<file path="src/rtl/ihex_pkg.sv">
// Shared types and constants for the Intel HEX image parser.
// Used by ihex_parse, ihex_out_reg and intel_hex_image_parser; no dependencies.
`timescale 1ns / 1ps
`default_nettype none

package ihex_pkg;

   localparam int unsigned PAGE_COUNT_W = 23;
   localparam int unsigned POS_W        = 10;
   localparam int unsigned BIDX_W       = POS_W - 1;

   localparam logic [7:0]  ASCII_COLON  = 8'h3A;

   localparam logic [7:0]  REC_DATA     = 8'h00;
   localparam logic [7:0]  REC_EOF      = 8'h01;
   localparam logic [7:0]  REC_EXT_LIN  = 8'h04;

   localparam logic        KIND_DATA    = 1'b0;
   localparam logic        KIND_SUMMARY = 1'b1;

   typedef struct packed {
      logic                    kind;
      logic [7:0]              data_byte;
      logic [31:0]             byte_offset;
      logic [31:0]             byte_total;
      logic [31:0]             start_address;
      logic [31:0]             data_records;
      logic [PAGE_COUNT_W-1:0] page_count;
   } rsp_type;

   // bit 4 flags a valid hex digit, bits 3..0 hold its value
   function automatic logic [4:0] hex_digit(input logic [7:0] c);
      logic [4:0] d;
      d = 5'd0;
      case (c) inside
         [8'h30:8'h39]: d = {1'b1, c[3:0]};
         [8'h41:8'h46],
         [8'h61:8'h66]: d = {1'b1, c[3:0] + 4'd9};
         default:       d = 5'd0;
      endcase
      return d;
   endfunction

   function automatic logic [31:0] sat_inc(input logic [31:0] v);
      return (v == 32'hFFFF_FFFF) ? v : v + 32'd1;
   endfunction

endpackage

`default_nettype wire

</file>
<file path="src/rtl/ihex_parse.sv">
// Record parser state and per-character update for the Intel HEX image parser.
// Depends on ihex_pkg for types, codes and the hex digit decoder.
`timescale 1ns / 1ps
`default_nettype none

module ihex_parse #(
   parameter int unsigned PAGE_BYTES = 1024
) (
   input  wire logic             clock,
   input  wire logic             reset,
   input  wire logic             step,
   input  wire logic [7:0]       char_in,
   input  wire logic             new_file,
   output      logic             res_valid,
   output      ihex_pkg::rsp_type res
);

   localparam int unsigned REM_W = $clog2(PAGE_BYTES);
   localparam logic [REM_W-1:0] REM_LAST = REM_W'(PAGE_BYTES - 1);

   logic [ihex_pkg::POS_W-1:0]        pos_ff, pos_in, pos_cur, idx;
   logic [4:0]                        hn_ff, hn_in, hn_cur, lo;
   logic [7:0]                        len_ff, len_in, len_cur;
   logic [7:0]                        type_ff, type_in, type_cur;
   logic [15:0]                       addr_ff, addr_in, addr_cur;
   logic [15:0]                       ftd_ff, ftd_in, ftd_cur;
   logic [31:0]                       rc_ff, rc_in, rc_cur;
   logic [31:0]                       sb_ff, sb_in, sb_cur;
   logic [31:0]                       drc_ff, drc_in, drc_cur;
   logic [31:0]                       base_ff, base_in, base_cur;
   logic [REM_W-1:0]                  rem_ff, rem_in, rem_cur;
   logic [ihex_pkg::PAGE_COUNT_W-1:0] pages_ff, pages_in, pages_cur;
   logic [ihex_pkg::BIDX_W-1:0]       bidx, data_end, didx;
   logic [7:0]                        byte_val;

   always_comb begin
      pos_cur   = new_file ? '0 : pos_ff;
      hn_cur    = new_file ? '0 : hn_ff;
      len_cur   = new_file ? '0 : len_ff;
      type_cur  = new_file ? '0 : type_ff;
      addr_cur  = new_file ? '0 : addr_ff;
      ftd_cur   = new_file ? '0 : ftd_ff;
      rc_cur    = new_file ? '0 : rc_ff;
      sb_cur    = new_file ? '0 : sb_ff;
      drc_cur   = new_file ? '0 : drc_ff;
      base_cur  = new_file ? '0 : base_ff;
      rem_cur   = new_file ? '0 : rem_ff;
      pages_cur = new_file ? '0 : pages_ff;

      pos_in   = pos_cur;
      hn_in    = hn_cur;
      len_in   = len_cur;
      type_in  = type_cur;
      addr_in  = addr_cur;
      ftd_in   = ftd_cur;
      rc_in    = rc_cur;
      sb_in    = sb_cur;
      drc_in   = drc_cur;
      base_in  = base_cur;
      rem_in   = rem_cur;
      pages_in = pages_cur;

      res_valid = 1'b0;
      res       = '0;

      idx      = pos_cur - ihex_pkg::POS_W'(1);
      bidx     = idx[ihex_pkg::POS_W-1:1];
      data_end = {1'b0, len_cur} + ihex_pkg::BIDX_W'(4);
      didx     = bidx - ihex_pkg::BIDX_W'(4);
      lo       = ihex_pkg::hex_digit(char_in);
      byte_val = (hn_cur[4] && lo[4]) ? {hn_cur[3:0], lo[3:0]} : 8'd0;

      if (pos_cur == '0) begin
         if (char_in == ihex_pkg::ASCII_COLON) begin
            pos_in = ihex_pkg::POS_W'(1);
            rc_in  = ihex_pkg::sat_inc(rc_cur);
         end
      end else begin
         pos_in = pos_cur + ihex_pkg::POS_W'(1);
         if (!idx[0]) begin
            hn_in = lo;
         end else if (bidx == ihex_pkg::BIDX_W'(0)) begin
            len_in = byte_val;
         end else if (bidx == ihex_pkg::BIDX_W'(1)) begin
            addr_in = {byte_val, addr_cur[7:0]};
         end else if (bidx == ihex_pkg::BIDX_W'(2)) begin
            addr_in = {addr_cur[15:8], byte_val};
         end else if (bidx == ihex_pkg::BIDX_W'(3)) begin
            type_in = byte_val;
         end else if (bidx < data_end) begin
            if (didx == ihex_pkg::BIDX_W'(0)) begin
               ftd_in = {byte_val, ftd_cur[7:0]};
            end else if (didx == ihex_pkg::BIDX_W'(1)) begin
               ftd_in = {ftd_cur[15:8], byte_val};
            end
            if (type_cur == ihex_pkg::REC_DATA) begin
               res_valid       = 1'b1;
               res.kind        = ihex_pkg::KIND_DATA;
               res.data_byte   = byte_val;
               res.byte_offset = sb_cur;
               if (sb_cur != 32'hFFFF_FFFF) begin
                  sb_in = sb_cur + 32'd1;
                  if (rem_cur == '0) begin
                     pages_in = pages_cur + ihex_pkg::PAGE_COUNT_W'(1);
                  end
                  rem_in = (rem_cur == REM_LAST) ? '0 : rem_cur + REM_W'(1);
               end
            end
         end else begin
            pos_in = '0;
            if (type_cur == ihex_pkg::REC_DATA) begin
               drc_in = ihex_pkg::sat_inc(drc_cur);
               if (rc_cur == 32'd2) begin
                  base_in = base_cur + {16'd0, addr_cur};
               end
            end else if (type_cur == ihex_pkg::REC_EOF) begin
               res_valid         = 1'b1;
               res.kind          = ihex_pkg::KIND_SUMMARY;
               res.byte_total    = sb_cur;
               res.start_address = base_cur;
               res.data_records  = drc_cur;
               res.page_count    = pages_cur;
            end else if (type_cur == ihex_pkg::REC_EXT_LIN) begin
               if (rc_cur == 32'd1 && len_cur == 8'd2) begin
                  base_in = {ftd_cur, 16'd0};
               end
            end
         end
      end

      if (!step) begin
         res_valid = 1'b0;
      end
   end

   always_ff @(posedge clock) begin
      if (reset) begin
         pos_ff   <= '0;
         hn_ff    <= '0;
         len_ff   <= '0;
         type_ff  <= '0;
         addr_ff  <= '0;
         ftd_ff   <= '0;
         rc_ff    <= '0;
         sb_ff    <= '0;
         drc_ff   <= '0;
         base_ff  <= '0;
         rem_ff   <= '0;
         pages_ff <= '0;
      end else if (step) begin
         pos_ff   <= pos_in;
         hn_ff    <= hn_in;
         len_ff   <= len_in;
         type_ff  <= type_in;
         addr_ff  <= addr_in;
         ftd_ff   <= ftd_in;
         rc_ff    <= rc_in;
         sb_ff    <= sb_in;
         drc_ff   <= drc_in;
         base_ff  <= base_in;
         rem_ff   <= rem_in;
         pages_ff <= pages_in;
      end
   end

endmodule

`default_nettype wire

</file>
<file path="src/rtl/ihex_out_reg.sv">
// Result register for the Intel HEX image parser: holds one word until taken.
// Depends on ihex_pkg for the result type.
`timescale 1ns / 1ps
`default_nettype none

module ihex_out_reg (
   input  wire logic              clock,
   input  wire logic              reset,
   input  wire logic              load,
   input  wire ihex_pkg::rsp_type res,
   input  wire logic              rsp_stall,
   output      logic              rsp_valid,
   output      ihex_pkg::rsp_type rsp
);

   logic              valid_ff;
   ihex_pkg::rsp_type data_ff;

   always_ff @(posedge clock) begin
      if (reset) begin
         valid_ff <= 1'b0;
      end else if (load) begin
         valid_ff <= 1'b1;
      end else if (!rsp_stall) begin
         valid_ff <= 1'b0;
      end
   end

   always_ff @(posedge clock) begin
      if (load) begin
         data_ff <= res;
      end
   end

   assign rsp_valid = valid_ff;
   assign rsp       = data_ff;

endmodule

`default_nettype wire

</file>
<file path="src/rtl/intel_hex_image_parser.sv">
// Top level of the Intel HEX image parser: input register, parser, result register.
// Depends on ihex_pkg, ihex_parse and ihex_out_reg.
//
// Takes one ASCII character per word and walks Intel HEX records. Each data
// byte of a type-0 record comes out as a data word with its offset in the
// image; the end-of-file record produces one summary word with byte total,
// start address, data record count and page count. Asserting req_new_file
// clears all parser state before that character is used. Each character
// is held in the input register, the parser updates all record state on
// the step that consumes it, and any result lands in the output register,
// which drives rsp_valid. Throughput is one character per clock unless
// rsp_stall holds a result.
`timescale 1ns / 1ps
`default_nettype none

module intel_hex_image_parser #(
   parameter int unsigned PAGE_BYTES = 1024
) (
   input  wire logic                              clock,
   input  wire logic                              reset,
   input  wire logic                              req_valid,
   output      logic                              req_stall,
   input  wire logic [7:0]                        req_char_in,
   input  wire logic                              req_new_file,
   output      logic                              rsp_valid,
   input  wire logic                              rsp_stall,
   output      logic                              rsp_kind,
   output      logic [7:0]                        rsp_data_byte,
   output      logic [31:0]                       rsp_byte_offset,
   output      logic [31:0]                       rsp_byte_total,
   output      logic [31:0]                       rsp_start_address,
   output      logic [31:0]                       rsp_data_records,
   output      logic [ihex_pkg::PAGE_COUNT_W-1:0] rsp_page_count
);

   logic              in_valid_ff;
   logic [7:0]        char_ff;
   logic              new_file_ff;
   logic              slot_free;
   logic              step;
   logic              res_valid;
   ihex_pkg::rsp_type res;
   ihex_pkg::rsp_type rsp;

   assign slot_free = !rsp_valid || !rsp_stall;
   assign step      = in_valid_ff && slot_free;
   assign req_stall = in_valid_ff && !slot_free;

   always_ff @(posedge clock) begin
      if (reset) begin
         in_valid_ff <= 1'b0;
      end else if (!req_stall) begin
         in_valid_ff <= req_valid;
      end
   end

   always_ff @(posedge clock) begin
      if (req_valid && !req_stall) begin
         char_ff     <= req_char_in;
         new_file_ff <= req_new_file;
      end
   end

   ihex_parse #(
      .PAGE_BYTES(PAGE_BYTES)
   ) u_parse (
      .clock    (clock),
      .reset    (reset),
      .step     (step),
      .char_in  (char_ff),
      .new_file (new_file_ff),
      .res_valid(res_valid),
      .res      (res)
   );

   ihex_out_reg u_out (
      .clock    (clock),
      .reset    (reset),
      .load     (res_valid),
      .res      (res),
      .rsp_stall(rsp_stall),
      .rsp_valid(rsp_valid),
      .rsp      (rsp)
   );

   assign rsp_kind          = rsp.kind;
   assign rsp_data_byte     = rsp.data_byte;
   assign rsp_byte_offset   = rsp.byte_offset;
   assign rsp_byte_total    = rsp.byte_total;
   assign rsp_start_address = rsp.start_address;
   assign rsp_data_records  = rsp.data_records;
   assign rsp_page_count    = rsp.page_count;

endmodule

`default_nettype wire
</file>
<file path="config.mk">
export PLATFORM = sky130hd
export DESIGN_NAME = intel_hex_image_parser
export DESIGN_NICKNAME = d
export VERILOG_FILES = /design/src/rtl/ihex_pkg.sv /design/src/rtl/ihex_parse.sv /design/src/rtl/ihex_out_reg.sv /design/src/rtl/intel_hex_image_parser.sv
export SDC_FILE = /design/constraint.sdc
export NUM_CORES = 1
export LEC_CHECK = 0
export BUFFER_PORTS_ARGS = -buffer_cell sky130_fd_sc_hd__buf_4
export CAP_MARGIN = 20
export CELL_PAD_IN_SITES_DETAIL_PLACEMENT = 1
export CELL_PAD_IN_SITES_GLOBAL_PLACEMENT = 1
export CORE_UTILIZATION = 42
export CTS_CLUSTER_SIZE = 10
export DETAILED_ROUTE_END_ITERATION = 8
export MAX_ROUTING_LAYER = met4
export PLACE_DENSITY_LB_ADDON = 0.08
export SETUP_SLACK_MARGIN = 0.1
export SLEW_MARGIN = 20
export SYNTH_ARGS = -nofsm -noshare
export SYNTH_HDL_FRONTEND = slang
export SYNTH_SLANG_ARGS = --single-unit
export TNS_END_PERCENT = 10
</file>
<file path="constraint.sdc">
create_clock -name clock -period 16.4 [get_ports clock]
set_clock_uncertainty 0.2 [all_clocks]
set_input_delay 3.28 -clock clock [delete_from_list [all_inputs] [get_ports clock]]
set_output_delay 3.28 -clock clock [all_outputs]
set_load 0.005 [all_outputs]
</file>
==> flow_summary.ini, run 1 <==
[cells_and_area]
final_cell_mix = nand2_1, nor2_1, dfxtp_1
fin_area_mm2 = 0.0230
multi_input_area_mm2 = 0.00951
drive_above_1_share = 0.128
layout.cells.most_common = nand2_1
ff_latch_area_mm2 = 0.00960
synthToLayoutAreaGrowth_pct = 16.7
fillers = 5223
stdcell_count = 2913
final_nets = 2329

[worst_setup_path]
arrival_ns = 3.74
cp_data_required_time_ns = 12.92
critical_path.max_fanout = 3
criticalPathCategory = input port to output pin
endpoint_kind = output pin
crit_top_cell = buf_4
critical_path.cell_chain = buf_4 > and3_1 > buf_4
cp-start-kind = input port
critPathMaxStageDelay_ns = 0.20
slowest_stage = and3_1

[yosys]
yosys_warnings = 0
netlist_area_mm2 = 0.0197
synthCells = 2126
synth-seq-cells = 395
syn_avg_cell_area_um2 = 9.25
synth-edff-count = 169
synth_ff_type = dfxtp_1
synth_fp_nets = 2181
ys_types = 93
ys_seq_area_frac = 0.488
async_flop_share = 0

[timing]
rsz0062_at_grt = no
hold_violations = 0
setup_tns_ns = 0
holdWs_ns = 0.257
timing.final.crit_share = 0.440
worst_slew_pin_slew_ns = 1.10
slew_headroom = 0.261
clock.fmax_ghz = 0.138
fin_crit_ns = 7.22
setup_viol = 0
maxSlewViolCount = 0

[die]
die_h_um = 218
start_util = 0.430
die_w_um = 218
die_area_mm2 = 0.0477
ios = 175
rows = 78
core_region_area_mm2 = 0.0458

[placed_design]
place_congestion = 0.911
portBuffers = 174
placed_area_mm2 = 0.0215
dp_cells = 2825
dp_hpwl_mm = 42.3

[route]
first_pass_iters = 5
viasPerCell = 5.74
vias = 16719
drc = 0
wl_mm = 61.0
wl_per_cell_um = 20.9
drt_iter0_drc = 1105
ant_nets = 0

[grt]
gr-total-overflow = 0
antenna_found_initial = 1
grt_pass1_wl_mm = 95.5
grt_max_degree = 133
grt_pass1_vias = 16766
grt_use_total = 0.262

[clock_tree]
numCtsBuffers = 47
ctsResizeCount = 0
clock_sinks = 395
clock_latency_ns = 0.59
max-clock-path-buffers = 3
clk_pin_slew_ns = 0.06
cts_setup_buffers = 0
cts-htree-levels = 2
ctsHoldBuffers = 0
cts_tree = yes
cts-root-buf = clkbuf_16

[power_and_ir_drop]
p_leak_uw = 0.00865
ir_drop_uv = 64.3
power.density_mw_per_mm2 = 90.4
total_power_uw = 2080

[outcome]
run_status = finished clean

[flow_run]
drv_cap = 0

[hold_path]
worst_hold_path_type = flop to flop
report_power, final:
| group | switching (uW) | internal [uW] | leakage, uW |
|---|---|---|---|
| logic | 60.3 | 16.8 | 0.00425 |
| registers | 2.90 | 1020 | 0.00373 |
| clock network | 410 | 566 | 0.000673 |
| total | 473 | 1600 | 0.00865 |
cell usage after synthesis, drive strengths merged (5+ instances only):
cell type | n | area [um^2]
nand2 | 268 | 1010
nor2 | 266 | 1000
dfxtp | 226 | 4520
edfxtp | 169 | 5070
and2 | 126 | 788
clkbuf | 82 | 308
nand3 | 79 | 408
a21oi | 74 | 374
o21ai | 70 | 350
xnor2 | 66 | 578
nor2b | 58 | 363
nor3 | 57 | 295
xor2 | 54 | 473
inv | 52 | 195
nand4 | 42 | 263
ha | 41 | 513
nor4 | 34 | 231
o2bb2ai | 33 | 289
and3 | 28 | 175
a31oi | 25 | 156
buf | 16 | 90.1
or4 | 15 | 113
o211ai | 14 | 110
a21o | 13 | 97.6
a22o | 13 | 114
and4 | 12 | 105
a211oi | 11 | 87.6
a22oi | 10 | 75.1
nand2b | 9 | 56.3
or2 | 9 | 56.3
a311oi | 8 | 70.1
a32oi | 8 | 70.1
nand4b | 8 | 70.1
nor3b | 8 | 60.1
nor4b | 8 | 70.1
o31ai | 8 | 65.1
or3 | 8 | 50.1
a221oi | 7 | 67.6
nand3b | 7 | 52.6
o21a | 7 | 52.6
a32o | 6 | 60.1
and4b | 6 | 60.1
mux2i | 5 | 50.1
o41ai | 5 | 62.6
logic make-up after synthesis:
family          Yosys count  synth area share
buf+inv                 150            0.0301
mux                       8           0.00426
fa+ha+maj                42            0.0271
xor+xnor                120            0.0534
simple gates           1058             0.270
flops                   395             0.488
compound gates          353             0.127
final cells by class:
type                            instances  share of cell area
Multi-Input combinational cell       1581               0.414
Tap cell                              600              0.0327
Sequential cell                       395               0.418
Clock buffer                           81              0.0581
Clock inverter                          6             0.00311
Inverter                               52             0.00850
Antenna cell                            1            0.000109
Timing Repair Buffer                  197              0.0651
layer usage:
metal	share of wire	track usage	up-vias
met5	0	-	-
met4	0.025	0.0816	0
met3	0.051	0.0436	89
met2	0.47	0.411	377
met1	0.46	0.345	8348
li1	-	-	7905
through the flow:
| stage | util | setup WS (ns) |
|---|---|---|
| 2_1_floorplan | - | 0.381 |
| 3_3_place_gp | 0.471 | 8.53 |
| 3_5_place_dp | 0.471 | 8.35 |
| 4_1_cts | 0.501 | 8.93 |
| 5_1_grt | 0.502 | 8.71 |
| 6_report | 0.502 | 9.18 |
critical path, delay by kind of cell:
| family | cells | cell delay (ns) |
|---|---|---|
| AND/OR/NAND/NOR | 1 | 0.20 |
| buffers and inverters | 2 | 0.26 |
registers in the layout (all words and copies together), names as in the netlist, 10 cells and up:
| name | cells |
|---|---|
| u_out.rsp | 160 |
| u_parse.addr_ff | 16 |
| u_parse.base_ff | 32 |
| u_parse.drc_ff | 32 |
| u_parse.ftd_ff | 16 |
| u_parse.pages_ff | 23 |
| u_parse.pos_ff | 10 |
| u_parse.rc_ff | 32 |
| u_parse.rem_ff | 10 |
| u_parse.sb_ff | 32 |
final timing paths:
check,start,endpoint,slack (ns),depth (start not counted)
max reg2reg,new_file_ff$_DFFE_PP_,u_out.rsp[58]$_SDFFCE_PP0P_,9.29,16
min reg2reg,u_parse.ftd_ff[2]$_SDFFE_PP0P_,u_parse.ftd_ff[2]$_SDFFE_PP0P_,0.26,2
min,u_parse.ftd_ff[2]$_SDFFE_PP0P_,u_parse.ftd_ff[2]$_SDFFE_PP0P_,0.26,2
max,rsp_stall,req_stall,9.18,3
(Power assumes the default switching activity.)
==> run 2, diff against run 1 <==
- ABC_AREA: unset -> 1
- CORE_UTILIZATION: 42 -> 40
- clock period: 16.4 -> 5.82 ns (I/O delays scaled with it)
==> run 2 against run 1 <==
Against the previous run: sequential power grew to 2.9 times the previous value; critical path depth grew 16; via count up 31%; wire length up 29%; global-route usage rose by 2.0 points; critical endpoint is now u_out.rsp[123]$_SDFFCE_PP0P_; largest power group unchanged.
==> flow_summary.ini, run 2 <==
[flow_run]
drv_cap = 0

[yosys]
synth_ff_type = dfxtp_1
yosys_warnings = 0
synth-edff-count = 169
synth_xor_area_frac = 0.0183
synthCells = 3184
netlist_area_mm2 = 0.0225
muxShareOfSynthArea = 0.000501
synth.top_cell.area_share = 0.226
async_flop_share = 0
syn_avg_cell_area_um2 = 7.06
synth_most_common_cell = nand2_1
synth_top_family_by_area = simple AND/OR/NAND/NOR gates
synth_fp_nets = 3239
yosysTopAreaCell = edfxtp_1
synth-seq-cells = 395
synth_fa_ha_area_frac = 0.0237
ys_top_cells_by_area = edfxtp_1, dfxtp_1, nand2_1
yosys.area_share.simple = 0.301
synth_compound_area_frac = 0.135
ys_seq_area_frac = 0.427
yosys-top-cells-count = nand2_1, nor2_1, inv_1
ys_types = 55

[placed_design]
portBuffers = 174
placed_area_mm2 = 0.0244
dp_hpwl_mm = 56.2
place_congestion = 0.928

[route]
viasPerCell = 5.37
drt_iter0_drc = 1171
first_pass_iters = 5
wl_per_cell_um = 19.3
wl_mm = 78.7
ant_nets = 0
drc = 0
vias = 21931

[grt]
grt_max_degree = 113
grt_pass1_wl_mm = 124
grt_pass1_vias = 22311
antenna_found_initial = 1
gr-total-overflow = 0
grt_use_total = 0.282

[worst_setup_path]
cp_data_required_time_ns = 5.94
critical_path.max_fanout = 62
r2r_start = new_file_ff$_DFFE_PP_
ff2ff_path_depth = 19
criticalPathCategory = flop to flop
regToRegSetupSlack_ns = 0.79
arrival_ns = 5.15
cp-start-kind = flop
r2r-end = u_out.rsp[123]$_SDFFCE_PP0P_
endpoint_kind = flop

[power_and_ir_drop]
clkPwrFrac = 0.447
p_leak_uw = 0.00922
internal-power_uw = 4690
p_comb_frac = 0.091
ir_drop_uv = 202
seqPwrFrac = 0.462
p_sw_uw = 1680
swShare = 0.264
power.density_mw_per_mm2 = 247

[cells_and_area]
final_cell_mix = nand2_1, nor2_1, inv_1
drive_above_1_share = 0.0978
diodes = 0
final_nets = 3351
layout.cells.most_common = nand2_1
synthToLayoutAreaGrowth_pct = 14.9
fin_area_mm2 = 0.0258
largest_reg_flops = 160

[outcome]
run_status = finished clean

[die]
start_util = 0.407
die_h_um = 239
die_area_mm2 = 0.0572
rows = 86
core_region_area_mm2 = 0.0553
die_w_um = 239
ios = 175

[clock_tree]
ctsResizeCount = 0
ctsHoldBuffers = 0
clock_sinks = 395
clk_pin_slew_ns = 0.06
cts_setup_buffers = 0
cts-root-buf = clkbuf_16
cts-htree-levels = 2
cts_tree = yes
clock_latency_ns = 0.60
numCtsBuffers = 48
max-clock-path-buffers = 3

[timing]
setup_tns_ns = 0
timing.final.crit_share = 0.865
rsz0062_at_grt = no
slew_headroom = 0.277
maxSlewViolCount = 0
setup_viol = 0
worst_slew_pin_slew_ns = 1.08
fin_crit_ns = 5.03
hold_violations = 0
clock.fmax_ghz = 0.199

[hold_path]
worst_hold_path_type = flop to flop
worstHoldStart = u_parse.base_ff[24]$_SDFFE_PP0P_
hold_end = u_parse.base_ff[24]$_SDFFE_PP0P_
holdPathStages = 2
==> run 2: cell count changes in the layout (fill, tap and decap cells not counted), moves of 25 or more <==
cell	previous run	this run
nand2_1	267	699
inv_1	49	378
nor2_1	265	488
a21oi_1	73	254
o21ai_0	67	235
and2_1	126	3
nand3_1	78	170
nor2b_1	57	0
nor3_1	53	102
xnor2_1	66	18
o2bb2ai_1	33	0
and3_1	28	1
xor2_1	54	29
==> run 2: worst max path at each step <==
stage                          startpoint                         endpoint  depth (start not counted)
finish              new_file_ff$_DFFE_PP_     u_out.rsp[123]$_SDFFCE_PP0P_                         19
global route        new_file_ff$_DFFE_PP_      u_out.rsp[37]$_SDFFCE_PP0P_                         20
CTS                 new_file_ff$_DFFE_PP_      u_out.rsp[44]$_SDFFCE_PP0P_                         20
detailed placement  new_file_ff$_DFFE_PP_      u_out.rsp[40]$_SDFFCE_PP0P_                         20
global placement    new_file_ff$_DFFE_PP_  u_parse.base_ff[9]$_SDFFE_PP0P_                         18
floorplan           new_file_ff$_DFFE_PP_       u_out.rsp[0]$_SDFFCE_PP0P_                         21
==> run 2: power groups by stage <==
stage | registers, uW | clock network, uW | logic (uW)
2_1_floorplan | 3000 | 0 | 370
3_3_place_gp | 3000 | 0 | 563
3_5_place_dp | 3000 | 0 | 576
4_1_cts | 2940 | 2930 | 579
5_1_grt | 2950 | 3020 | 634
6_report | 2950 | 2850 | 580
==> run 2: metal layers <==
layer  GRT usage  up-vias  share of wire
li1            -    10657              -
met1       0.351    10758           0.45
met2       0.481      405           0.49
met3      0.0278      111          0.035
met4      0.0857        0          0.027
met5           -        -              0
==> run 2: metrics by stage <==
step | hold slack, ns | setup slack [ns] | utilization | total power (uW) | std cells
detailed placement | 0.256 | 0.858 | 0.441 | 3580 | 3994
floorplan | 0.243 | 0.0202 | - | 3370 | 3184
finish | 0.265 | 0.785 | 0.467 | 6370 | 4082
global placement | 0.252 | 0.911 | 0.441 | 3560 | 3994
CTS | 0.265 | 0.837 | 0.467 | 6460 | 4082
global route | 0.279 | 0.467 | 0.467 | 6610 | 4082
==> run 2: kinds of logic (layout without fill, tap and decap cells) <==
logic type	after synthesis	in the layout
compound gates	573	573
xor+xnor	47	47
fa+ha+maj	42	42
buf+inv	531	681
flops	395	395
mux	1	1
simple gates	1595	1595
==> run 2: area by class of cell <==
cell class / instances / area (um^2)
Clock buffer: 78 / 1360
Clock inverter: 10 / 105
Fill cell: 7068 / 29500
Inverter: 397 / 1500
Multi-Input combinational cell: 2258 / 10800
Sequential cell: 395 / 9600
Tap cell: 748 / 936
Timing Repair Buffer: 196 / 1510
==> run 2: worst max-delay path, cell delays in order, from the launching register on <==
cell and delay, ns:
edfxtp_1 0.39, buf_4 0.61, nor2_1 0.15, inv_1 0.17
nand2_1 0.07, nor2_1 0.13, nand3_1 0.10, nand2_1 0.20
inv_1 0.10, ha_1 0.32, a21oi_1 0.16, o21a_1 0.13
nand2_1 0.08, nor2_4 0.19, inv_2 0.16, nand2_1 0.12
o21ai_1 0.07, nand3_1 0.17, clkinvlp_4 0.68, buf_12 0.47
==> run 3, diff against run 2 <==
- PLACE_DENSITY: unset -> 0.83
- PLACE_DENSITY_LB_ADDON: 0.08 -> unset
==> run 3 against run 2 <==
Against the previous run: critical path depth stayed put; critical endpoint is now u_out.rsp[59]$_SDFFCE_PP0P_; largest cell class unchanged; via count increased by 2.1%; worst setup slack gained 0.15 ns; register-to-register slack gained 0.15 ns; count of clock-buffer cells in the layout grew 9.
==> flow_summary.ini, run 3 (same netlist as run 2, synthesis figures left out) <==
[outcome]
run_status = finished clean

[clock_tree]
clock_sinks = 395
cts-root-buf = clkbuf_16
cts_tree = yes
ctsResizeCount = 0
max-clock-path-buffers = 3
clock_latency_ns = 0.60
cts_setup_buffers = 0
clk_pin_slew_ns = 0.06
ctsHoldBuffers = 0
numCtsBuffers = 48
cts-htree-levels = 2

[worst_setup_path]
critical_path.max_fanout = 56
cp_data_required_time_ns = 5.84
regToRegSetupSlack_ns = 0.93
slowest_stage = buf_4
critical_path.cell_chain = inv_4 > nand2_1 > nand3_1 > nor2_1 > nand3_1 > nand2_1 > inv_1 > ha_1 > nand2_1 > nor2_1 > nand4_1 > a21oi_2 > nor2_4 > inv_2 > nand2_1 > o21ai_1 > nand3_1 > clkinvlp_4 > buf_4
r2r-end = u_out.rsp[59]$_SDFFCE_PP0P_
cp-start-kind = flop
endpoint_kind = flop
critPathMaxStageDelay_ns = 0.66
r2r_start = new_file_ff$_DFFE_PP_
criticalPathCategory = flop to flop
ff2ff_path_depth = 19
crit_top_cell = nand2_1
arrival_ns = 4.91

[cells_and_area]
largest_reg_flops = 160
synthToLayoutAreaGrowth_pct = 15.3
final_nets = 3354
fillers = 7061
drive_above_1_share = 0.100
layout.cells.most_common = nand2_1
final_cell_mix = nand2_1, nor2_1, inv_1
fin_area_mm2 = 0.0259
diodes = 0
stdcell_count = 4086

[route]
vias = 22386
ant_nets = 0
drc = 0
wl_per_cell_um = 19.4
wl_mm = 79.3
drt_iter0_drc = 1346
viasPerCell = 5.48
first_pass_iters = 5

[timing]
setup_tns_ns = 0
hold_violations = 0
timing.final.crit_share = 0.839
worst_slew_pin_slew_ns = 1.02
fin_crit_ns = 4.89
rsz0062_at_grt = no
slew_headroom = 0.318
setup_viol = 0
clock.fmax_ghz = 0.205
maxSlewViolCount = 0

[placed_design]
place_congestion = 0.910
dp_hpwl_mm = 56.4
portBuffers = 174
dp_cells = 3997
placed_area_mm2 = 0.0244

[die]
die_h_um = 239
rows = 86
ios = 175
die_w_um = 239
die_area_mm2 = 0.0572
start_util = 0.407
core_region_area_mm2 = 0.0553

[grt]
antenna_found_initial = 0
grt_pass1_vias = 23366
grt_max_degree = 98
gr-total-overflow = 0
grt_pass1_wl_mm = 125
grt_use_total = 0.284

[power_and_ir_drop]
p_leak_uw = 0.00928
power.density_mw_per_mm2 = 251
total_power_uw = 6520
ir_drop_uv = 215

[hold_path]
holdPathStages = 2
worstHoldStart = u_parse.base_ff[12]$_SDFFE_PP0P_
worst_hold_path_type = flop to flop
hold_end = u_parse.base_ff[12]$_SDFFE_PP0P_

[flow_run]
drv_cap = 0
==> run 3: cell type report <==
cell class | instances | area, um^2 | area share
Multi-Input combinational cell | 2258 | 10800 | 0.418
Sequential cell | 395 | 9600 | 0.370
Timing Repair Buffer | 199 | 1530 | 0.0588
Clock buffer | 87 | 1500 | 0.0579
Inverter | 397 | 1500 | 0.0578
Tap cell | 748 | 936 | 0.0361
Clock inverter | 2 | 46.3 | 0.00178
==> run 3: how the worst max path moves through the flow <==
stage                                       end  cells past startpoint                  start  slack, ns
finish              u_out.rsp[59]$_SDFFCE_PP0P_                     19  new_file_ff$_DFFE_PP_       0.93
global route        u_out.rsp[66]$_SDFFCE_PP0P_                     20  new_file_ff$_DFFE_PP_       0.53
CTS                 u_out.rsp[78]$_SDFFCE_PP0P_                     19  new_file_ff$_DFFE_PP_       0.95
detailed placement  u_out.rsp[60]$_SDFFCE_PP0P_                     19  new_file_ff$_DFFE_PP_       0.96
global placement    u_out.rsp[59]$_SDFFCE_PP0P_                     20  new_file_ff$_DFFE_PP_       1.21
floorplan            u_out.rsp[0]$_SDFFCE_PP0P_                     21  new_file_ff$_DFFE_PP_       0.02
==> run 3: per-stage QoR <==
stage	hold slack, ns	utilization	setup slack, ns
final	0.267	0.469	0.934
after global placement	0.252	0.441	1.21
after detailed placement	0.260	0.441	0.963
after global routing	0.284	0.469	0.533
after floorplan	0.243	-	0.0202
after CTS	0.268	0.469	0.949
==> run 3: routing by layer <==
layer	routed length (um)	GRT usage
met4	2880	0.107
met1	33900	0.338
met5	0	-
met2	38700	0.486
met3	3780	0.0406
==> run 3: power by group <==
| part | switching [uW] | internal (uW) |
|---|---|---|
| combinational | 445 | 140 |
| clock | 1210 | 1770 |
| sequential | 26.3 | 2920 |
| total | 1680 | 4830 |
==> run 3: critical path, delay by kind of cell, from the launching register on <==
family                     cells  cell delay [ns]
DFF                            1             0.56
adders and majority gates      1             0.32
and+or+nand+nor               11             1.66
AOI/OAI and AO/OA              2             0.27
buffers and inverters          5             1.41
